<file path="src/hdl/assert_macros.svh">
// ----------------------------------------------------------------------------
// assert_macros.svh
// shared concurrent assertion macros, clocked on clk with rst as disable
// ----------------------------------------------------------------------------
`ifndef ASSERT_MACROS_SVH
`define ASSERT_MACROS_SVH

// property must hold at every edge outside reset
`define ASSERT_CLK(label, prop, msg) \
  label: assert property (@(posedge clk) disable iff (rst) (prop)) else $error(msg);

// condition must never be seen outside reset
`define ASSERT_NEVER(label, cond, msg) \
  label: assert property (@(posedge clk) disable iff (rst) !(cond)) else $error(msg);

`endif

</file>
<file path="src/hdl/bfp8u_pkg.sv">
// ----------------------------------------------------------------------------
// bfp8u_pkg
// shared types and constants of the bfp8 tile unpacker
// ----------------------------------------------------------------------------
`default_nettype none

package bfp8u_pkg;

  // default tile shape
  localparam int TILE_ROWS_DEF = 32;
  localparam int TILE_COLS_DEF = 32;
  localparam int FACE_ROWS_DEF = 16;
  localparam int FACE_COLS_DEF = 16;
  localparam int EXP_WORDS_DEF = 16;

  // fixed field widths
  localparam int WORD_W      = 32;
  localparam int IDX_W       = 10;
  localparam int LANES       = 4;
  localparam int DATUM_W     = 8;
  localparam int MAN_W       = 7;
  localparam int EXPB_W      = 8;
  localparam int EFIELD_W    = 9;
  localparam int STORE_DEPTH = 16;
  localparam int STORE_SEL_W = 4;
  localparam int BYTE_SEL_W  = 2;
  localparam int CFG_IDX_W   = 1;
  localparam int CFG_DATA_W  = 1;

  localparam logic [EFIELD_W-1:0] REBIAS_ADD = 9'd112;

  typedef enum logic [CFG_IDX_W-1:0] {
    REG_REBIAS    = 1'b0,
    REG_ROW_MAJOR = 1'b1
  } cfg_reg_t;

  // decode of the current stream position
  typedef struct packed {
    logic                   is_data;
    logic                   last;
    logic                   exp_wr;
    logic [STORE_SEL_W-1:0] wr_sel;
    logic [STORE_SEL_W-1:0] exp_sel;
    logic [BYTE_SEL_W-1:0]  byte_sel;
    logic [IDX_W-1:0]       idx;
  } seq_info_t;

endpackage

`default_nettype wire

</file>
<file path="src/hdl/bfp8u_lane.sv">
// ----------------------------------------------------------------------------
// bfp8u_lane
// one datum: sign plus 7-bit mantissa and shared exponent to an fp32 pattern
// ----------------------------------------------------------------------------
`default_nettype none

module bfp8u_lane (
  input  wire logic [bfp8u_pkg::DATUM_W-1:0] datum,
  input  wire logic [bfp8u_pkg::EXPB_W-1:0]  expb,
  input  wire logic                          rebias,
  output logic      [bfp8u_pkg::WORD_W-1:0]  fp
);
  import bfp8u_pkg::*;

  logic             sign;
  logic [MAN_W-1:0] man;
  logic [MAN_W-1:0] man_norm;
  logic [2:0]       shift;
  logic [EFIELD_W-1:0] efield;
  logic             under;

  assign sign = datum[DATUM_W-1];
  assign man  = datum[MAN_W-1:0];

  // leading-one search, highest set bit wins
  always_comb begin
    shift = 3'd0;
    for (int i = 0; i < MAN_W; i++) begin
      if (man[i]) begin
        shift = 3'(MAN_W - 1 - i);
      end
    end
  end

  assign man_norm = man << shift;
  assign under    = {5'b0, shift} > expb;
  assign efield   = EFIELD_W'(expb) - EFIELD_W'(shift) + (rebias ? REBIAS_ADD : '0);

  always_comb begin
    if (man == '0) begin
      fp = {sign, 31'b0};
    end else if (under) begin
      fp = '0;
    end else begin
      // bit 8 of the exponent field lands on bit 31 together with the sign
      fp = {sign | efield[8], efield[7:0], man_norm[5:0], 1'b0, 16'b0};
    end
  end

endmodule

`default_nettype wire

</file>
<file path="src/hdl/bfp8u_seq.sv">
// ----------------------------------------------------------------------------
// bfp8u_seq
// position within the tile, exponent select and element index tracking
// ----------------------------------------------------------------------------
`default_nettype none

module bfp8u_seq #(
  parameter int TILE_ROWS = bfp8u_pkg::TILE_ROWS_DEF,
  parameter int TILE_COLS = bfp8u_pkg::TILE_COLS_DEF,
  parameter int FACE_ROWS = bfp8u_pkg::FACE_ROWS_DEF,
  parameter int FACE_COLS = bfp8u_pkg::FACE_COLS_DEF,
  parameter int EXP_WORDS = bfp8u_pkg::EXP_WORDS_DEF
) (
  input  wire logic                  clk,
  input  wire logic                  rst,
  input  wire logic                  advance,
  input  wire logic                  row_major,
  output bfp8u_pkg::seq_info_t       info
);
  import bfp8u_pkg::*;

  localparam int TOTAL_WORDS = EXP_WORDS + (TILE_ROWS * TILE_COLS) / LANES;
  localparam int POS_W       = $clog2(TOTAL_WORDS);
  localparam int FPR         = TILE_COLS / FACE_COLS;
  localparam int C_W         = $clog2(FACE_COLS);
  localparam int R_W         = (FACE_ROWS > 1) ? $clog2(FACE_ROWS) : 1;
  localparam int TC_W        = (FPR > 1) ? $clog2(FPR) : 1;

  logic [POS_W-1:0] pos;
  logic [POS_W-1:0] pos_next;
  logic [C_W-1:0]   col;
  logic [R_W-1:0]   row;
  logic [TC_W-1:0]  face_col;
  logic [IDX_W-1:0] face_row;
  logic [C_W:0]     col_sum;
  logic [7:0]       dword;
  logic [IDX_W-1:0] row_base;
  logic [IDX_W-1:0] rm_idx;
  logic             is_data;
  logic             last;

  assign is_data  = pos >= POS_W'(EXP_WORDS);
  assign last     = pos == POS_W'(TOTAL_WORDS - 1);
  assign pos_next = last ? '0 : pos + 1'b1;
  assign dword    = 8'(pos - POS_W'(EXP_WORDS));
  assign col_sum  = (C_W + 1)'(col) + (C_W + 1)'(LANES);

  always_ff @(posedge clk) begin
    if (rst) begin
      pos      <= '0;
      col      <= '0;
      row      <= '0;
      face_col <= '0;
      face_row <= '0;
    end else if (advance) begin
      pos <= pos_next;
      if (!is_data || last) begin
        col      <= '0;
        row      <= '0;
        face_col <= '0;
        face_row <= '0;
      end else if (col_sum >= (C_W + 1)'(FACE_COLS)) begin
        col <= C_W'(col_sum - (C_W + 1)'(FACE_COLS));
        if (row == R_W'(FACE_ROWS - 1)) begin
          row <= '0;
          if (face_col == TC_W'(FPR - 1)) begin
            face_col <= '0;
            face_row <= face_row + 1'b1;
          end else begin
            face_col <= face_col + 1'b1;
          end
        end else begin
          row <= row + 1'b1;
        end
      end else begin
        col <= C_W'(col_sum);
      end
    end
  end

  // row-major index, wrapped to the index width
  assign row_base = IDX_W'(face_row * FACE_ROWS) + IDX_W'(row);
  assign rm_idx   = IDX_W'(row_base * TILE_COLS) + IDX_W'(face_col * FACE_COLS)
                  + IDX_W'(col);

  always_comb begin
    info.is_data  = is_data;
    info.last     = last;
    info.exp_wr   = !is_data && (pos < POS_W'(STORE_DEPTH));
    info.wr_sel   = STORE_SEL_W'(pos);
    info.exp_sel  = dword[7:4];
    info.byte_sel = dword[3:2];
    info.idx      = row_major ? rm_idx : IDX_W'({dword, 2'b00});
  end

endmodule

`default_nettype wire

</file>
<file path="src/hdl/bfp8_tile_unpacker.sv">
// ----------------------------------------------------------------------------
// bfp8_tile_unpacker
// unpacks a bfp8 tile stream (shared exponents, then 4 datums per word) to fp32
// ----------------------------------------------------------------------------
//
//  channel  direction  handshake               payload
//  in       sink       in_valid / in_ready     tile_word
//  out      source     out_valid / out_ready   float_lane0..3, element_index,
//                                              last_of_tile
//  cfg      sink       cfg_we                  cfg_index, cfg_data
//
//  one item per cycle; a data word shows its result in the cycle after it is taken,
//  decoded by four lanes in parallel and held in the output register
//  exponent words are taken at the same rate and give no result
//  rst clears position, index counters, configuration registers and output valid;
//  the exponent store is not cleared
//  a stalled output takes new items only as the output register drains
//
`default_nettype none

`include "assert_macros.svh"

module bfp8_tile_unpacker #(
  parameter int TILE_ROWS = bfp8u_pkg::TILE_ROWS_DEF,
  parameter int TILE_COLS = bfp8u_pkg::TILE_COLS_DEF,
  parameter int FACE_ROWS = bfp8u_pkg::FACE_ROWS_DEF,
  parameter int FACE_COLS = bfp8u_pkg::FACE_COLS_DEF,
  parameter int EXP_WORDS = bfp8u_pkg::EXP_WORDS_DEF
) (
  input  wire logic                              clk,
  input  wire logic                              rst,
  // configuration
  input  wire logic                              cfg_we,
  input  wire logic [bfp8u_pkg::CFG_IDX_W-1:0]   cfg_index,
  input  wire logic [bfp8u_pkg::CFG_DATA_W-1:0]  cfg_data,
  // word stream in
  input  wire logic                              in_valid,
  output logic                                   in_ready,
  input  wire logic [bfp8u_pkg::WORD_W-1:0]      tile_word,
  // fp32 results out
  output logic                                   out_valid,
  input  wire logic                              out_ready,
  output logic      [bfp8u_pkg::WORD_W-1:0]      float_lane0,
  output logic      [bfp8u_pkg::WORD_W-1:0]      float_lane1,
  output logic      [bfp8u_pkg::WORD_W-1:0]      float_lane2,
  output logic      [bfp8u_pkg::WORD_W-1:0]      float_lane3,
  output logic      [bfp8u_pkg::IDX_W-1:0]       element_index,
  output logic                                   last_of_tile
);
  import bfp8u_pkg::*;

  logic                 rebias_mode;
  logic                 row_major_order;
  logic                 in_acc;
  logic                 out_valid_next;
  seq_info_t            info;
  logic [WORD_W-1:0]    exp_store [STORE_DEPTH];
  logic [WORD_W-1:0]    store_word;
  logic [EXPB_W-1:0]    expb;
  logic [WORD_W-1:0]    lane_fp [LANES];

  // configuration registers, only bit 0 of the data is kept
  always_ff @(posedge clk) begin
    if (rst) begin
      rebias_mode     <= 1'b0;
      row_major_order <= 1'b0;
    end else if (cfg_we) begin
      unique case (cfg_reg_t'(cfg_index))
        REG_REBIAS:    rebias_mode     <= cfg_data[0];
        REG_ROW_MAJOR: row_major_order <= cfg_data[0];
      endcase
    end
  end

  // the output register frees up in the same cycle it is taken
  assign in_ready = !out_valid || out_ready;
  assign in_acc   = in_valid && in_ready;

  // tile position, exponent select and element index
  bfp8u_seq #(
    .TILE_ROWS (TILE_ROWS),
    .TILE_COLS (TILE_COLS),
    .FACE_ROWS (FACE_ROWS),
    .FACE_COLS (FACE_COLS),
    .EXP_WORDS (EXP_WORDS)
  ) u_seq (
    .clk       (clk),
    .rst       (rst),
    .advance   (in_acc),
    .row_major (row_major_order),
    .info      (info)
  );

  // shared exponent store: written by exponent words, no reset
  // exponent words beyond the store depth are taken and dropped
  always_ff @(posedge clk) begin
    if (in_acc && info.exp_wr) begin
      exp_store[info.wr_sel] <= tile_word;
    end
  end

  // one exponent byte covers sixteen datums, i.e. four data words
  assign store_word = exp_store[info.exp_sel];
  assign expb       = store_word[info.byte_sel * EXPB_W +: EXPB_W];

  // four decode lanes, one per datum byte of the word
  for (genvar g = 0; g < LANES; g++) begin : g_lane
    bfp8u_lane u_lane (
      .datum  (tile_word[g * DATUM_W +: DATUM_W]),
      .expb   (expb),
      .rebias (rebias_mode),
      .fp     (lane_fp[g])
    );
  end

  // merge stage: lanes, index and tile end land in one output register
  always_comb begin
    if (in_acc && info.is_data) begin
      out_valid_next = 1'b1;
    end else if (out_ready) begin
      out_valid_next = 1'b0;
    end else begin
      out_valid_next = out_valid;
    end
  end

  always_ff @(posedge clk) begin
    if (rst) begin
      out_valid <= 1'b0;
    end else begin
      out_valid <= out_valid_next;
    end
  end

  always_ff @(posedge clk) begin
    if (in_acc && info.is_data) begin
      float_lane0   <= lane_fp[0];
      float_lane1   <= lane_fp[1];
      float_lane2   <= lane_fp[2];
      float_lane3   <= lane_fp[3];
      element_index <= info.idx;
      last_of_tile  <= info.last;
    end
  end

  // ---- assertions ----
  `ASSERT_CLK(a_data_gives_result, (in_acc && info.is_data) |=> out_valid, "data item lost")
  `ASSERT_CLK(a_exp_gives_none, (in_acc && !info.is_data && !out_valid) |=> !out_valid, "exponent item made a result")
  `ASSERT_CLK(a_tile_restarts, (in_acc && info.last) |=> !info.is_data, "tile did not restart on exponents")
  `ASSERT_NEVER(a_empty_not_ready, !out_valid && !in_ready, "stalled with empty output")

endmodule

`default_nettype wire
</file>
<file path="config.mk">
export PLATFORM = sky130hd
export DESIGN_NAME = bfp8_tile_unpacker
export DESIGN_NICKNAME = d
export VERILOG_FILES = /design/src/hdl/bfp8u_pkg.sv /design/src/hdl/bfp8u_lane.sv /design/src/hdl/bfp8u_seq.sv /design/src/hdl/bfp8_tile_unpacker.sv
export VERILOG_INCLUDE_DIRS = /design/src /design/src/hdl
export SDC_FILE = /design/constraint.sdc
export NUM_CORES = 1
export LEC_CHECK = 0
export BUFFER_PORTS_ARGS = -buffer_cell sky130_fd_sc_hd__buf_4
export CAP_MARGIN = 40
export CORE_MARGIN = 8
export CORE_UTILIZATION = 63
export CTS_BUF_LIST = sky130_fd_sc_hd__clkbuf_8
export CTS_CLUSTER_DIAMETER = 50
export DETAILED_ROUTE_END_ITERATION = 8
export MAX_ROUTING_LAYER = met4
export PLACE_DENSITY = 0.85
export REMOVE_ABC_BUFFERS = 1
export SETUP_SLACK_MARGIN = 0.5
export SLEW_MARGIN = 20
export SYNTH_ARGS = -nofsm -noshare
export SYNTH_HDL_FRONTEND = slang
export SYNTH_SLANG_ARGS = --single-unit
</file>
<file path="constraint.sdc">
create_clock -name clk -period 8.6 [get_ports clk]
set_input_delay 1.72 -clock clk [delete_from_list [all_inputs] [get_ports clk]]
set_output_delay 1.72 -clock clk [all_outputs]
set_load 0.1 [all_outputs]
</file>
## After elaboration in Yosys (flattened, before gate mapping)

Memory sizes are Yosys's and may differ from the RTL's.
Cells that the tools add are included.

- Logic and storage cells: 142
- Bits in registers: 170
- Bits of input ports: 39
- Memory bits (writable): 512
- Memory bits (read-only): 0
- Memories: 1
- Latch bits: 0
- Output and inout bits: 141

Memory list:

| name | words | bits a word | read ports | clocked after memory_dff | wr ports | line | RTL |
|---|---|---|---|---|---|---|---|
| exp_store | 16 | 32 | 1 | 0 | 1 | bfp8_tile_unpacker.sv:57 | `logic [WORD_W-1:0] exp_store [STORE_DEPTH];` |

- Mux-type cells: 56
- $lt $le $gt $ge: 7
- Divide/modulo/power cells: 0
- Reduce and logical (&&, ||, !) cells: 25
- Add/sub/neg operators: 18
- Shift-type cells: 5
- Bitwise operators: 5
- Eq/ne operators: 2
- Multiply operators: 0

Operators with widths:

| kind | count |
|---|---|
| $mux 32 | 8 |
| $mux 3 | 28 |
| $mux 10 | 5 |
| $add 9x9->9 | 4 |
| $sub 8x3->9 | 4 |
| $gt 3x8->1 | 4 |
| $shiftx 32x6->8 | 1 |
| $logic_not 7->1 | 4 |
| $shl 7x3->6 | 4 |
| $mux 4 | 5 |
| $add 10x1->10 const B | 1 |
| $add 10x4->10 | 1 |
| $add 10x5->10 | 1 |
| $add 9x1->9 const B | 1 |
| $eq 9x9->1 const B | 1 |
| $ge 9x5->1 const B | 1 |
| $lt 9x5->1 const B | 1 |
| $mux 9 | 1 |
| $mux 1 | 8 |
| $reduce_bool 2->1 | 4 |
| $reduce_or 2->1 | 4 |
| $sub 8x5->8 const B | 1 |
| $mux 7 | 1 |
| $reduce_and 2->1 | 3 |
| 14 further kinds | 22 |

## Longest topological paths before layout

Gate-level depths: netlist of the first run.

- Depth after elaboration: 12
- Mapped depth: 27
- Mapped depth without buffers: 21

## By module

Synthesis of the first run repeated with hierarchy kept, for this count alone.

- Cells, all modules: 1,771
- Area, all modules: 29,109.2 µm²

By module, submodules not included:

| module | area an instance (µm²) | cells each | seq. area each (µm²) | times used |
|---|---|---|---|---|
| bfp8_tile_unpacker | 24,010.5 | 1,071 | 19,608.8 | 1 |
| bfp8u_lane | 974.7 | 139 | 0.0 | 4 |
| bfp8u_seq | 1,199.9 | 144 | 340.3 | 1 |

## Least setup slack after synthesis of the first run

Ideal clock, no wire load.

- Kind: reg2reg
- Start: register u_seq.pos[4]
- End: register float_lane1[29] in the netlist's numbering (data pin)
- Buffers on the path: 7
- Arrival: 5,817 ps
- Slack: 2,523 ps
- Data required time: 8,340 ps
- Stages on the path, launching flop included: 26
- Period minus slack after synthesis: 6,077 ps
- Library setup time: 260 ps
- Cells stage by stage: dfxtp_1 > buf_6 > buf_4 > buf_4 > inv_1 > ha_1 > buf_1 > buf_1 > clkbuf_1 > buf_1 > mux4_2 > mux4_2 > mux4_2 > inv_1 > ha_1 > inv_1 > ha_1 > nor2b_1 > o21ai_0 > o21ai_0 > nor2_1 > nor2_1 > or3_1 > a21oi_1 > xnor2_1 > nor2_1

- Longest elaborated chain between the ends: 5
- Elaborated cells between the ends (all ways): 7
- Those cells by class: 3 x add/sub; 1 x order compare; 1 x shift; 1 x reduce/logical; 1 x memory

RTL lines:

| element | line | RTL |
|---|---|---|
| start, declared | bfp8u_seq.sv:29 | `logic [POS_W-1:0] pos;` |
| start signal, assigned | bfp8u_seq.sv:56 | `pos <= pos_next;` |
| $sub 8x5->8 (*) | bfp8u_seq.sv:45 | `assign dword = 8'(pos - POS_W'(EXP_WORDS));` |
| $mem_v2 16x32 (*) | - |  |
| $shiftx 32x6->8 (*) | bfp8_tile_unpacker.sv:104 | `assign expb = store_word[info.byte_sel * EXPB_W +: EXPB_W];` |
| $sub 8x3->9 or $gt 3x8->1 (tied branches) | bfp8u_lane.sv:37, bfp8u_lane.sv:36 |  |
| $add 9x9->9 or $reduce_or 2->1 (tied branches) | - |  |
| end signal, assigned | bfp8_tile_unpacker.sv:138 | `float_lane1 <= lane_fp[1];` |
| end, declared | bfp8_tile_unpacker.sv:44 | `output logic [bfp8u_pkg::WORD_W-1:0] float_lane1,` |

Mark *: on every way between the ends. The rest lies on a longest branch, timed or not.
A chain may end at the register's enable or synchronous reset.

## Final worst setup path of the first run

- Start: register u_seq.pos[4]
- End: register float_lane1[31] in the netlist's numbering (data pin)

- Longest elaborated chain between the ends: 8
- Elaborated cells between the ends (all ways): 9
- Those cells by class: 3 x add/sub; 1 x order compare; 1 x shift; 2 x mux; 1 x bitwise; 1 x memory

RTL lines:

| element | line | RTL |
|---|---|---|
| $sub 8x5->8 (*) | bfp8u_seq.sv:45 |  |
| $mem_v2 16x32 (*) | - |  |
| $shiftx 32x6->8 (*) | bfp8_tile_unpacker.sv:104 |  |
| $sub 8x3->9 | bfp8u_lane.sv:37 | `assign efield = EFIELD_W'(expb) - EFIELD_W'(shift) + (rebias ? REBIAS_ADD : '0);` |
| $add 9x9->9 | bfp8u_lane.sv:37 |  |
| $or 1x1->1 | bfp8u_lane.sv:46 | `fp = {sign \| efield[8], efield[7:0], man_norm[5:0], 1'b0, 16'b0};` |
| $mux 32 (*) | bfp8u_lane.sv:42 | `end else if (under) begin` |
| $mux 32 (*) | bfp8u_lane.sv:40 | `if (man == '0) begin` |
| net g_lane[1].u_lane.fp, one bit | bfp8u_lane.sv:11 | `output logic [bfp8u_pkg::WORD_W-1:0] fp` |

Mark *: on every way through the listed nets, which the timed path passes. The rest lies on a longest branch.

==> results of run 1 <==
==> synth_stat cells (17+ instances only) <==
library cell  count
mux4_2          149
inv_1            54
buf_4            77
edfxtp_1        581
nor3_1           17
ha_1             45
xnor2_1          23
nand2_1          73
clkbuf_1         26
o21ai_0          25
a21oi_1          51
dfxtp_1          20
nor2_1          104
nand3_1          18
==> worst max-delay path by stage <==
stage                       startpoint              end  cells after the start
after global routing      u_seq.pos[4]  float_lane1[29]                     19
after detailed placement  u_seq.pos[4]  float_lane1[31]                     18
final                     u_seq.pos[4]  float_lane1[31]                     18
after CTS                 u_seq.pos[4]  float_lane1[29]                     19
after global placement    u_seq.pos[4]  float_lane1[29]                     19
after floorplan           u_seq.pos[4]  float_lane1[29]                     18
==> area by class of cell <==
cell class | instances | area, um^2 | share of cell area, %
Tap cell | 532 | 666 | 2.30
Multi-Input combinational cell | 766 | 7420 | 25.6
Antenna cell | 1 | 2.50 | 0.00864
Sequential cell | 601 | 17900 | 61.7
Inverter | 57 | 214 | 0.739
Clock inverter | 64 | 428 | 1.48
Timing Repair Buffer | 135 | 1040 | 3.60
Clock buffer | 96 | 1320 | 4.56
==> through the flow <==
step / hold slack (ps) / instances
3_5_place_dp: 481 / 2090
5_1_grt: 501 / 2252
2_1_floorplan: 443 / 1424
3_3_place_gp: 463 / 2089
6_report: 487 / 2252
4_1_cts: 489 / 2250
==> layout by cell type (no fill, tap or decap), types with 4 or more instances in the layout <==
master     count
o31ai_1        8
and2_1         9
a21oi_1       51
edfxtp_1     581
conb_1        70
nor2_1        88
nand3_1       18
a31oi_1        8
nor2b_1        9
xor2_1        11
buf_4        132
a211oi_1      13
nor3_1        17
o21ai_0       25
mux4_2       149
dfxtp_1       19
mux4_1         5
bufinv_16      6
clkinv_2       5
clkbuf_8      96
mux2i_1       13
mux2_2         4
ha_1          44
xnor2_1       22
nand2b_1       7
or3_1          6
a21o_1         8
nor2_4        16
nand4_1        4
nand2_1       73
a22oi_1       10
nor4_1        11
and3_1        11
clkinv_1      26
inv_1         78
==> routing by layer <==
layer  track usage (%)  routed length (um)  vias up
met3              6.25                7060      155
met1              34.7               22800     7440
met2              43.4               31600      995
li1                  -                   -     6089
met5                 -                   0        -
met4              8.58                1820        0
==> power groups by stage <==
| stage | clock (mW) | sequential [mW] | combinational [mW] |
|---|---|---|---|
| after global placement | 0 | 3.32 | 0.352 |
| final | 2.28 | 3.26 | 0.373 |
| after CTS | 2.30 | 3.26 | 0.365 |
| after detailed placement | 0 | 3.32 | 0.363 |
| after floorplan | 0 | 3.32 | 0.250 |
| after global routing | 2.42 | 3.26 | 0.392 |
==> flip-flops by register name (all words and copies together) (netlist names) <==
name / count
element_index: 8
exp_store: 512
float_lane0: 15
float_lane1: 15
float_lane2: 15
float_lane3: 15
last_of_tile: 1
out_valid: 1
rebias_mode: 1
row_major_order: 1
u_seq.col: 2
u_seq.face_col: 1
u_seq.face_row: 1
u_seq.pos: 9
u_seq.row: 4
==> worst max-delay path, delay by kind of cell, from the launching register on <==
family | cells | cell delay (ps)
flops | 1 | 510
buf+inv | 4 | 1100
simple gates | 5 | 1330
compound gates | 3 | 500
fa+ha+maj | 3 | 1530
mux | 2 | 910
xor+xnor | 1 | 130
==> kinds of logic after synthesis <==
group,count (synthesis)
buffers and inverters,180
XOR/XNOR,36
flip-flops,601
adder cells (fa/ha/maj),47
multiplexers,171
other,1
AND/OR/NAND/NOR,286
AO/OA/AOI/OAI,156
==> flow_results.org, run 1 <==
** Clock network
- The longest clock path from root to sink contains 3 buffers.
- Clock tree synthesis selected as its root buffer the cell clkbuf_8.
- Post-CTS timing repair inserted 0 buffers for setup.
- Number of H-tree levels :: 3
- Clock tree synthesis found a total of roughly 600 sinks.
- After clock tree synthesis, the clock-pin slew on the worst setup and hold paths is around 70 ps.
- Buffers inserted during clock tree synthesis total between 90 and 100.
- Post-CTS sizing :: 0
- TritonCTS built the clock tree.
- The later pin in the worst-skew pair is clocked with a latency of between 600 and 700 ps.
- The number of hold buffers added after CTS was 0.

** Route
- The final layout contains routed wiring with a total length of approximately 63 mm.
- In this run, the number of DRC markers left after iteration 0 of detailed routing was 2102.
- The count of nets left with antenna violations once routing finished came out at 0.
- Post-detailed-route wirelength per cell :: 28.1 um
- For this block, the via count after detailed routing is between 10000 and 15000.
- Mean number of vias per cell :: about 6.5
- In the routed design, unresolved DRC markers number 0.
- Detailed Routing Iterations Pass 1 :: 5

** Layout
- The area growth from synthesis to layout is 11.9%.
- Fin util :: between 70 and 80%
- Fill cells in the final layout number around 2300.
- Final-stage net count :: 1738
- The finished cells cover ~29000 um^2.
- Fraction of final layout cells sized beyond drive strength 1 :: 25.2%

** Critical path
- Of all nets on the critical path, the largest fanout is between 50 and 60.
- STA classifies the critical path startpoint as a flop.
- By startpoint and endpoint, the worst setup path is classified as flop to flop.
- CP Capture Type :: flop
- In this run the critical register-to-register path is launched from u_seq.pos[4].
- Setup slack on the worst reg-to-reg path comes out at approximately 2200 ps.
- STA puts the critical path data arrival time at slightly below 7000 ps.
- Counting stages on the worst path, the most repeated cell is inv_1.
- Register-to-Register Path Depth :: 18
- On the worst path, the slowest cell contributes a delay of 810 ps.
- Req. time, crit path :: around 9000 ps
- In this run the critical register-to-register path is captured at float_lane1[31].
- The critical path goes through inv_1 > ha_4 > buf_4 > mux4_2 > mux4_2 > a22oi_1 > nand2_1 > inv_1 > ha_1 > inv_1 > ha_1 > and2_1 > nand2_1 > or4_1 > o311ai_1 > xnor2_1 > a21oi_1 > nor2_1.
- The largest individual stage delay along the critical path comes from the cell ha_4.

** Min path
- Path type of the worst min-delay path :: flop to flop
- Hold-critical path endpoint :: u_seq.col[3]
- Depth of the worst hold-timing path :: 2
- In this run the most critical hold path is launched from u_seq.col[3].

** Synth
- Xor/xnor cell area share of the yosys netlist :: approximately 1.3%
- The share of the Yosys chip area taken by registers is between 60 and 70%.
- Post-synthesis average cell area :: 17.5 um^2
- Summing every instance area after synthesis gives around 26000 um^2.
- Count of flip-flops with a built-in enable after synthesis :: between 500 and 600
- Top cells by area in the synthesized netlist :: edfxtp_1, mux4_2, buf_4
- Synthesized-area fraction occupied by adder cells :: between 2 and 2.5%
- Cell variety after synth :: between 60 and 70
- For this run, the leading register cell type out of synthesis is edfxtp_1.
- Multiplexer share of the synthesized area :: 14.2%
- After Yosys synthesis, and, or, nand and nor cells account for 5.19% of the synthesized area.
- Of all cell types, the one taking the most synthesized area is edfxtp_1.
- Area fraction of the dominant cell type after synthesis :: between 60% and 70%
- Dominant combinational cell family by area after synthesis :: multiplexers
- Summing the areas of all compound-gate instances in the mapped netlist gives under 10% of the synthesized area.
- After synthesis the netlist holds a flip-flop and latch count of 601.
- Synth Instances :: ~1500
- Post-synthesis async set-or-reset flop share :: 0%
- During synthesis, Yosys emitted a total of 0 warnings.

** Power
- Combinational logic is responsible for 6.3% of the overall power.
- Fraction of power consumed by the clock network :: roughly 39%
- Power spread over the standard cell area amounts to around 200 nW/um^2.
- Summed over all nets, the switching power comes to 1.38 mW.
- In this run the static leakage power is around 9.8 nW.
- Per report_power, the sequential group accounts for between 50% and 60% of the total.
- IR analysis of the VDD net gives a maximum drop of approximately 0.24 mV.
- Of the total power, the share spent switching nets is around a quarter.
- The internal power of the cells totals between 4 and 5 mW.
- Total power draw :: 5.91 mW

** STA
- Clock period minus worst slack :: between 6000 and 7000 ps
- Slew headroom :: between 30% and 40%
- The number of failing hold endpoints at the final stage is 0.
- Between clock sinks in the finished design, the worst skew comes to around 37 ps.
- Unrepaired setup endpoints after global routing :: false
- Final total negative setup slack :: 0 ps
- In the post-route analysis, the smallest setup slack over all paths is around 2200 ps.
- Setup-failing EPs final :: 0
- For the pin with the worst max-slew slack, the measured transition is 1030 ps.
- Fraction of the cycle the final worst path needs :: roughly three quarters
- Slew Limit Fails :: 0
- Based on the critical path, the design can be clocked at up to between 150 and 200 MHz.

** Global routing
- Pin count of the biggest net entering global routing :: approximately 120
- Wire length of the first global-routing pass :: slightly above 90 mm
- Vias in the first global route :: between 10000 and 15000
- GR Util All Layers :: a little over a quarter
- Grt ovf :: 0
- The number of antenna violations at the first check in global routing was 1.

** Die
- Number of top-level pins :: 180
- The floorplan has 74 rows.
- Die height :: 219 um
- Floorplan core area :: ~41000 um^2
- Die outline area :: ~48000 um^2
- Die outline width :: ~220 um
- Initial standard-cell utilization of the core :: roughly 64%

** Status
- Run status :: finished, final reports clean

** Placement
- Gp weighted congestion :: roughly 0.9
- The HPWL after detailed placement is just under 40 mm.
- Cell Area, Placed :: roughly 27000 um^2
- Port bufs :: approximately 110
- At the placement stage, the worst setup path has a slack of about 2300 ps.

** Job
- Max-cap violations :: 0
Power figures use the tool's default switching activity.
==> run 2: changes to the inputs <==
Clock period 8.6 ns to 6.4 ns, I/O delays scaled along.
==> run 2 against run 1 <==
Net effect:
- worst hold slack improved by 7.1 ps
- register-to-register slack got worse by 1400 ps
- sequential share of layout area decreased by 0.14 points
- first-iteration DRC count rose by 6.5%
- sequential cell count stayed put
- critical path type unchanged
- clock power is 20% higher
- utilization up 0.16 points
- via count rose by 0.65%
- critical path depth fell by 2
- combinational power up 35%
- count of clock-buffer cells in the layout decreased by 7
==> flow_results.org, run 2 (synthesis gave the netlist of run 1 again) <==
** Global routing
- Wire length of the first global-routing pass :: 90.6 mm (-2.6%)
- Number of antenna violations at the first check in global routing :: 0 (-1)
- The leftover overflow at the end of global routing came to 0 (unchanged).
- The number of global-route vias before repair is 14700 (-0.061%).
- The pin count of the biggest net entering global routing came to 128 (+9.4%).
- The aggregate global-route resource usage is 26.5% (-0.65 points).

** Layout
- Register bank with the most flops :: exp_store
- The fraction of layout cells with a size suffix above 1 was 26.0% (+0.76 points).
- The area of combinational cells with multiple inputs came to 7420 um^2 (unchanged).
- The layout filler cell count came to 2308 (+0.13%).
- Leaving out fill and tap cells, the most frequent cell in the layout is edfxtp_1.
- Post-route cell area :: 29000 um^2 (+0.23%)
- The area occupied by registers is 17900 um^2 (unchanged).
- Final-stage net count :: 1755 (+0.98%)
- Number of flip-flops under the largest register name :: 512 (unchanged)
- Area grow syn2layout :: 12.2%
- In the layout the commonest cells are edfxtp_1, mux4_2, buf_4, clkbuf_8, nor2_1.
- The number of antenna cells inserted is 0 (-1).

** Placement
- Port bufs :: 109 (unchanged)
- The area after detailed placement is 27300 um^2 (+0.28%).
- Half-perimeter wire length after placement :: 38.8 mm (+0.65%)
- The final weighted congestion in routability-driven placement came to 0.923 (+3.1%).

** STA
- The final number of max-transition violations was 0 (unchanged).
- The share of the clock period used by the worst path came to 87.8% (+14 points).
- The sum of negative setup slack is 0 ps (unchanged).
- Slew headroom :: 41.6% (+10 points)
- The clock period minus final worst setup slack was 5620 ps (-760 ps).
- The timing-limited maximum frequency was 178 MHz (+14%).
- Slew of the pin with the lowest slew margin :: 868 ps (-165 ps)
- Setup repair after global routing left no endpoint under its margin.
- Setup-failing EPs final :: 0 (unchanged)
- Worst hold slack after final layout :: 494 ps (+7.07 ps)
- Endpoints failing hold :: 0 (unchanged)
- Worst clock skew :: 26.3 ps (-10.5 ps)

** Power
- Power density relative to cell area :: 263 nW/um^2 (+29%)
- The reported leakage power came to 9.86 nW (+0.51%).
- Peak supply drop :: 0.243 mV (+3.3%)

** Route
- Iteration-0 DRC count of the detailed router :: 2238 (+6.5%)
- Number of nets with antenna violations after routing :: 0 (unchanged)
- The post-detailed-route DRC marker count was 0 (unchanged).
- Vias post-DR :: 14800 (+0.65%)
- The wire length after detailed routing came to 64.2 mm (+1.5%).
- The number of optimization iterations in the first detailed-route pass came to 5 (unchanged).
- Post-detailed-route wirelength per cell :: 28.3 um (+0.68%)
- Mean number of vias per cell :: 6.51 (-0.15%)

** Critical path
- CP startpoint kind :: flop
- The worst setup path is captured at a flop.
- The largest fanout on the critical path was 41 (-24%).
- The data arrival time of the critical path came to 5990 ps (-810 ps).
- The worst endpoint required time is 6780 ps (-2240 ps).
- Startpoint-to-endpoint class of the critical path :: flop to flop

** Clock network
- The worst-skew pair later-pin latency came to 650 ps (-20 ps).
- CTS root buf :: clkbuf_8
- Number of sinks driven by the clock tree :: 601 (unchanged)
- Clock transition time at the flip-flop clock pins of the worst setup and hold paths :: 70 ps (about the same)
- CTS Buf Count :: 88 (-3.3%)
- The H-tree depth reported by CTS came to 3 (unchanged).
- TritonCTS clock tree :: built
- Number of buffers on the longest clock path :: 3 (unchanged)

** Die
- Core Rows :: 74 (unchanged)
- The number of I/O pins came to 180 (unchanged).
- Die outline width :: 219 um (unchanged)
- The floorplan die height is 219 um (unchanged).
- Die outline area :: 47800 um^2 (unchanged)
- The starting utilization of the core area is 63.6% (unchanged).
- The area of the core region was 40600 um^2 (unchanged).

** Status
- Run status :: finished, final reports clean

** Job
- The count of max-cap constraint violations is 0 (unchanged).

** Min path
- Path type of the worst min-delay path :: flop to flop
## run 2: changes by cell type in the layout (fill, tap and decap cells not counted), moves of 2 or more
cell	before	now
buf_4	132	142
clkinv_1	26	24
clkbuf_8	96	89
buf_16	1	4
buf_6	0	2
buf_12	1	4
clkinv_2	5	14
inv_1	78	81
bufinv_16	6	0
## run 2: what timing repair did
| action | 4_1_cts | 5_1_grt |
|---|---|---|
| resized for setup | 1 | 0 |
| cloned | 0 | 1 |
| pin swaps | 0 | 1 |
| buffers inserted | 0 | 8 |
| setup endpoints to repair | 1 | 12 |
| hold buffers | 0 | 0 |
## run 2: worst paths after layout
path	cells past startpoint	start	slack (ps)	to
max	16	u_seq.pos[5]	780	float_lane1[31]
min	2	u_seq.col[3]	490	u_seq.col[3]
max reg2reg	16	u_seq.pos[5]	780	float_lane1[31]
min reg2reg	2	u_seq.col[3]	490	u_seq.col[3]
## run 2: power by group
group	switching [mW]	total, mW	internal (mW)
combinational	0.406	0.505	0.0987
sequential	0.0131	4.38	4.36
clock	1.44	2.74	1.30
total	1.86	7.63	5.77
## run 2: worst max-delay path: stages, from the launching register on
cell      delay [ps]
dfxtp_1          430
inv_1            170
ha_4             630
buf_6            450
buf_4            350
mux4_2           330
mux4_2           510
a22oi_1          200
nand2_1          330
inv_1            260
ha_1             370
nand2_1          180
or4_1            500
o311ai_1         120
xnor2_1          170
a21oi_1          230
nor2_1            70
## run 2: metal layers
metal	vias to the layer above	track usage (%)	share of wire [%]
li1	6112	-	-
met1	7435	33.6	35
met2	1059	42.9	50
met3	168	5.16	11
met4	0	9.34	3.4
met5	-	-	0
## run 2: layout make-up
class | count | area share, %
Timing Repair Buffer | 155 | 4.56
Clock buffer | 89 | 4.22
Sequential cell | 601 | 61.5
Tap cell | 532 | 2.29
Inverter | 57 | 0.737
Multi-Input combinational cell | 766 | 25.6
Clock inverter | 70 | 1.08
## run 2: stage by stage
step / util [%] / setup slack, ps / cells / total power, mW
after floorplan: - / -6070 / 1424 / 4.79
after global placement: 66.9 / 635 / 2094 / 4.93
after detailed placement: 67.1 / 505 / 2097 / 4.95
after CTS: 70.9 / 580 / 2256 / 7.62
after global routing: 71.4 / 621 / 2270 / 7.83
final: 71.4 / 781 / 2270 / 7.63
==> run 3: changes to the inputs <==
Clock period 6.4 ns to 6.2 ns, I/O delays scaled along.
==> run 3 against run 2 <==
Net effect:
- sequential share of layout area shrank 0.35 points
- wire length grew 0.28%
- cell count is 0.26% higher
- critical endpoint is now float_lane1[29]
- setup slack worse by 23 ps
- highest routed layer unchanged
- combinational power rose by 4.8%
- critical path depth increased by 5
- global-route usage increased by 0.78 points
- utilization up 0.40 points
- first-iteration DRC count is 1.9% lower
- via count rose by 0.79%
- clock power rose by 7%
==> flow_results.org, run 3 (synthesis gave the netlist of run 1 again) <==
** Route
- The total vias in the final route is 14900 (+0.79%).
- The initial DRC count came to 2195 (-1.9%).
- Post-route DRC :: 0 (unchanged)
- Wire length reported by the detailed router :: 64.4 mm (+0.28%)
- The post-detailed-route via-to-cell ratio came to 6.54 (+0.53%).
- The average wire per standard cell is 28.3 um (about the same).
- Detailed Routing Iterations Pass 1 :: 6 (+1)
- The number of antenna-violating nets in the routed design was 0 (unchanged).

** Placement
- The number of placed cells counting well taps is 2110 (+0.62%).
- The final weighted congestion in routability-driven placement came to 0.914 (-0.95%).
- Port bufs :: 109 (unchanged)
- The post-detailed-placement half-perimeter wirelength was 40.6 mm (+4.6%).

** Global routing
- The number of antenna violations at the first check in global routing is 0 (unchanged).
- Vias in the first global route :: 15100 (+2.3%)
- Pin count of the biggest net entering global routing :: 96 (-25%)
- The leftover overflow at the end of global routing is 0 (unchanged).
- Wire length of the first global-routing pass :: 93.1 mm (+2.8%)
- The aggregate global-route resource usage is 27.3% (+0.78 points).

** Critical path
- Minimum setup slack among reg-to-reg paths :: 760 ps (-20 ps)
- The maximum cell stage delay along the critical path is 520 ps (-110 ps).
- Traced cell by cell, the critical path runs through inv_1 > ha_4 > buf_8 > mux4_2 > mux4_2 > and2_1 > a211oi_1 > buf_4 > a21oi_1 > inv_1 > ha_1 > ha_1 > nor2b_1 > o21ai_0 > o21ai_0 > nor2_1 > nor2_1 > or3_1 > a21oi_1 > xnor2_1 > nor2_1.
- The worst setup path is captured at a flop.
- In this run the critical register-to-register path is launched from u_seq.pos[5].
- Startpoint-to-endpoint class of the critical path :: flop to flop
- Critical register-to-register path endpoint :: float_lane1[29]
- CP startpoint kind :: flop
- The data arrival time of the critical path came to 5820 ps (-170 ps).
- Most frequent CP cell :: nor2_1
- The worst endpoint required time came to 6580 ps (-200 ps).
- The largest fanout on the critical path was 13 (-68%).
- The logic depth of the worst register-to-register path was 21 (+5).
- The slowest stage of the critical path belongs to the cell ha_4.

** Min path
- Hold-critical path endpoint :: u_seq.col[3]
- The cell count of the worst hold path is 2 (unchanged).
- Beginning of the worst hold path :: u_seq.col[3]
- Path type of the worst min-delay path :: flop to flop

** Die
- The number of core rows came to 74 (unchanged).
- The floorplan die height is 219 um (unchanged).
- The number of I/O pins was 180 (unchanged).
- Die outline area :: 47800 um^2 (unchanged)
- The horizontal die dimension is 219 um (unchanged).
- The starting utilization of the core area is 63.6% (unchanged).
- The area of the core region was 40600 um^2 (unchanged).

** Layout
- Most common library cell in the layout ignoring fill and taps :: edfxtp_1
- The number of antenna cells inserted is 0 (unchanged).
- The fraction of layout cells with a size suffix above 1 was 26.1% (+0.14 points).
- The register with the most flip-flops in the final layout is exp_store.
- Number of flip-flops under the largest register name :: 512 (unchanged)
- Area grow syn2layout :: 12.8%
- Final-stage net count :: 1761 (+0.34%)
- The layout filler cell count was 2285 (-1.0%).
- Post-route insts no fill :: 2276 (+0.26%)
- Highest-count cells in the layout ignoring fill and taps :: edfxtp_1, mux4_2, buf_4, clkbuf_8, nor2_1

** STA
- Unrepaired setup endpoints after global routing :: false
- The setup violation total in the final timing report came to 0 (unchanged).
- Slew headroom :: 42.9% (+1.3 points)
- The clock period minus final worst setup slack is 5440 ps (-177 ps).
- The number of failing hold endpoints at the final stage was 0 (unchanged).
- Slew Limit Fails :: 0 (unchanged)
- The slew at the pin closest to its max-slew limit came to 855 ps (-13.6 ps).
- Fraction of the cycle the final worst path needs :: 87.8% (about the same)
- Worst hold slack after final layout :: 513 ps (+18.4 ps)
- The clock tree skew after final layout is 25.0 ps (-1.28 ps).
- The timing-limited maximum frequency is 184 MHz (+3.2%).

** Clock network
- Clock transition time at the flip-flop clock pins of the worst setup and hold paths :: 70 ps (about the same)
- Insertion delay of the later-clocked pin in the worst-skew pair :: 660 ps (about the same)
- The TritonCTS buffer count was 89 (+1.1%).
- Number of H-tree levels :: 3 (unchanged)
- The cts-stage hold buffer count came to 0 (unchanged).
- The cell sitting at the root of the clock tree is a clkbuf_8.
- Number of sinks driven by the clock tree :: 601 (unchanged)
- TritonCTS clock tree :: built
- Number of buffers on the longest clock path :: 3 (unchanged)

** Power
- Leakage power of the design :: 9.93 nW (+0.70%)
- The peak supply drop was 0.250 mV (+2.9%).
- The power density relative to cell area is 274 nW/um^2 (+4.1%).

** Job
- The count of max-cap constraint violations came to 0 (unchanged).

** Status
- Run status :: finished, final reports clean
## run 3: changes by cell type in the layout (fill, tap and decap cells not counted)
| cell | previous run | this run |
|---|---|---|
| buf_12 | 4 | 12 |
| clkbuf_16 | 1 | 0 |
| clkbuf_2 | 1 | 2 |
| buf_16 | 4 | 2 |
| clkinvlp_4 | 4 | 3 |
| clkbuf_8 | 89 | 93 |
| nor4_1 | 11 | 10 |
| bufinv_16 | 0 | 2 |
| nor4_2 | 2 | 3 |
| inv_1 | 81 | 80 |
| buf_6 | 2 | 1 |
| clkinv_2 | 14 | 7 |
| clkinv_1 | 24 | 28 |
## run 3: area by class of cell
class	instances	area [um^2]	share of cell area, %
tap	532	666	2.28
inverter	57	214	0.733
multi-input combinational	766	7430	25.5
clock buffer	93	1280	4.39
timing repair buffer	160	1400	4.79
clock inverter	67	342	1.17
sequential	601	17900	61.2
## run 3: power breakdown
group	total, mW	switching [mW]	internal (mW)
clock network	2.93	1.46	1.48
logic	0.529	0.422	0.108
registers	4.52	0.0138	4.51
## run 3: routing by layer
metal,wire [um],part of all wire (%),GRT usage (%),vias to the layer above
met5,0,0,-,-
met4,2320,3.6,10.2,0
met3,7460,12,5.46,195
met2,32700,51,44.9,1131
met1,21900,34,33.6,7426
li1,-,-,-,6139
## run 3: repair_timing
action,in CTS,in global routing
endpoints found under the hold margin,0,0
gates resized for setup,0,2
buffers inserted,0,4
endpoints found under the setup margin,0,16
## run 3: worst max path at each step
stage / start / to / cells after the start
after floorplan: u_seq.pos[4] / float_lane1[29] / 18
after global placement: u_seq.pos[5] / float_lane1[31] / 19
after detailed placement: u_seq.pos[5] / float_lane2[31] / 19
after CTS: u_seq.pos[5] / float_lane1[31] / 19
after global routing: u_seq.pos[4] / float_lane2[31] / 18
final: u_seq.pos[5] / float_lane1[29] / 21
## run 3: worst max-delay path: cells and delay by family (launching register included)
kind / cells / cell delay, ps
AO/OA/AOI/OAI: 5 / 850
buffers and inverters: 4 / 900
XOR/XNOR: 1 / 130
AND/OR/NAND/NOR: 6 / 920
adder cells (fa/ha/maj): 3 / 1090
multiplexers: 2 / 810
flip-flops: 1 / 440
## run 3: metrics by stage
step           power (mW)  worst slack (ps)  instance area, um^2  utilization [%]  setup TNS, ps
3_3_place_gp         5.10               766                27300             67.2              0
5_1_grt              8.22               525                29200             71.8              0
2_1_floorplan        4.95             -6270                25300                -        -665840
6_report             7.98               757                29200             71.8              0
4_1_cts              8.00               588                29100             71.6              0
3_5_place_dp         5.12               683                27500             67.6              0
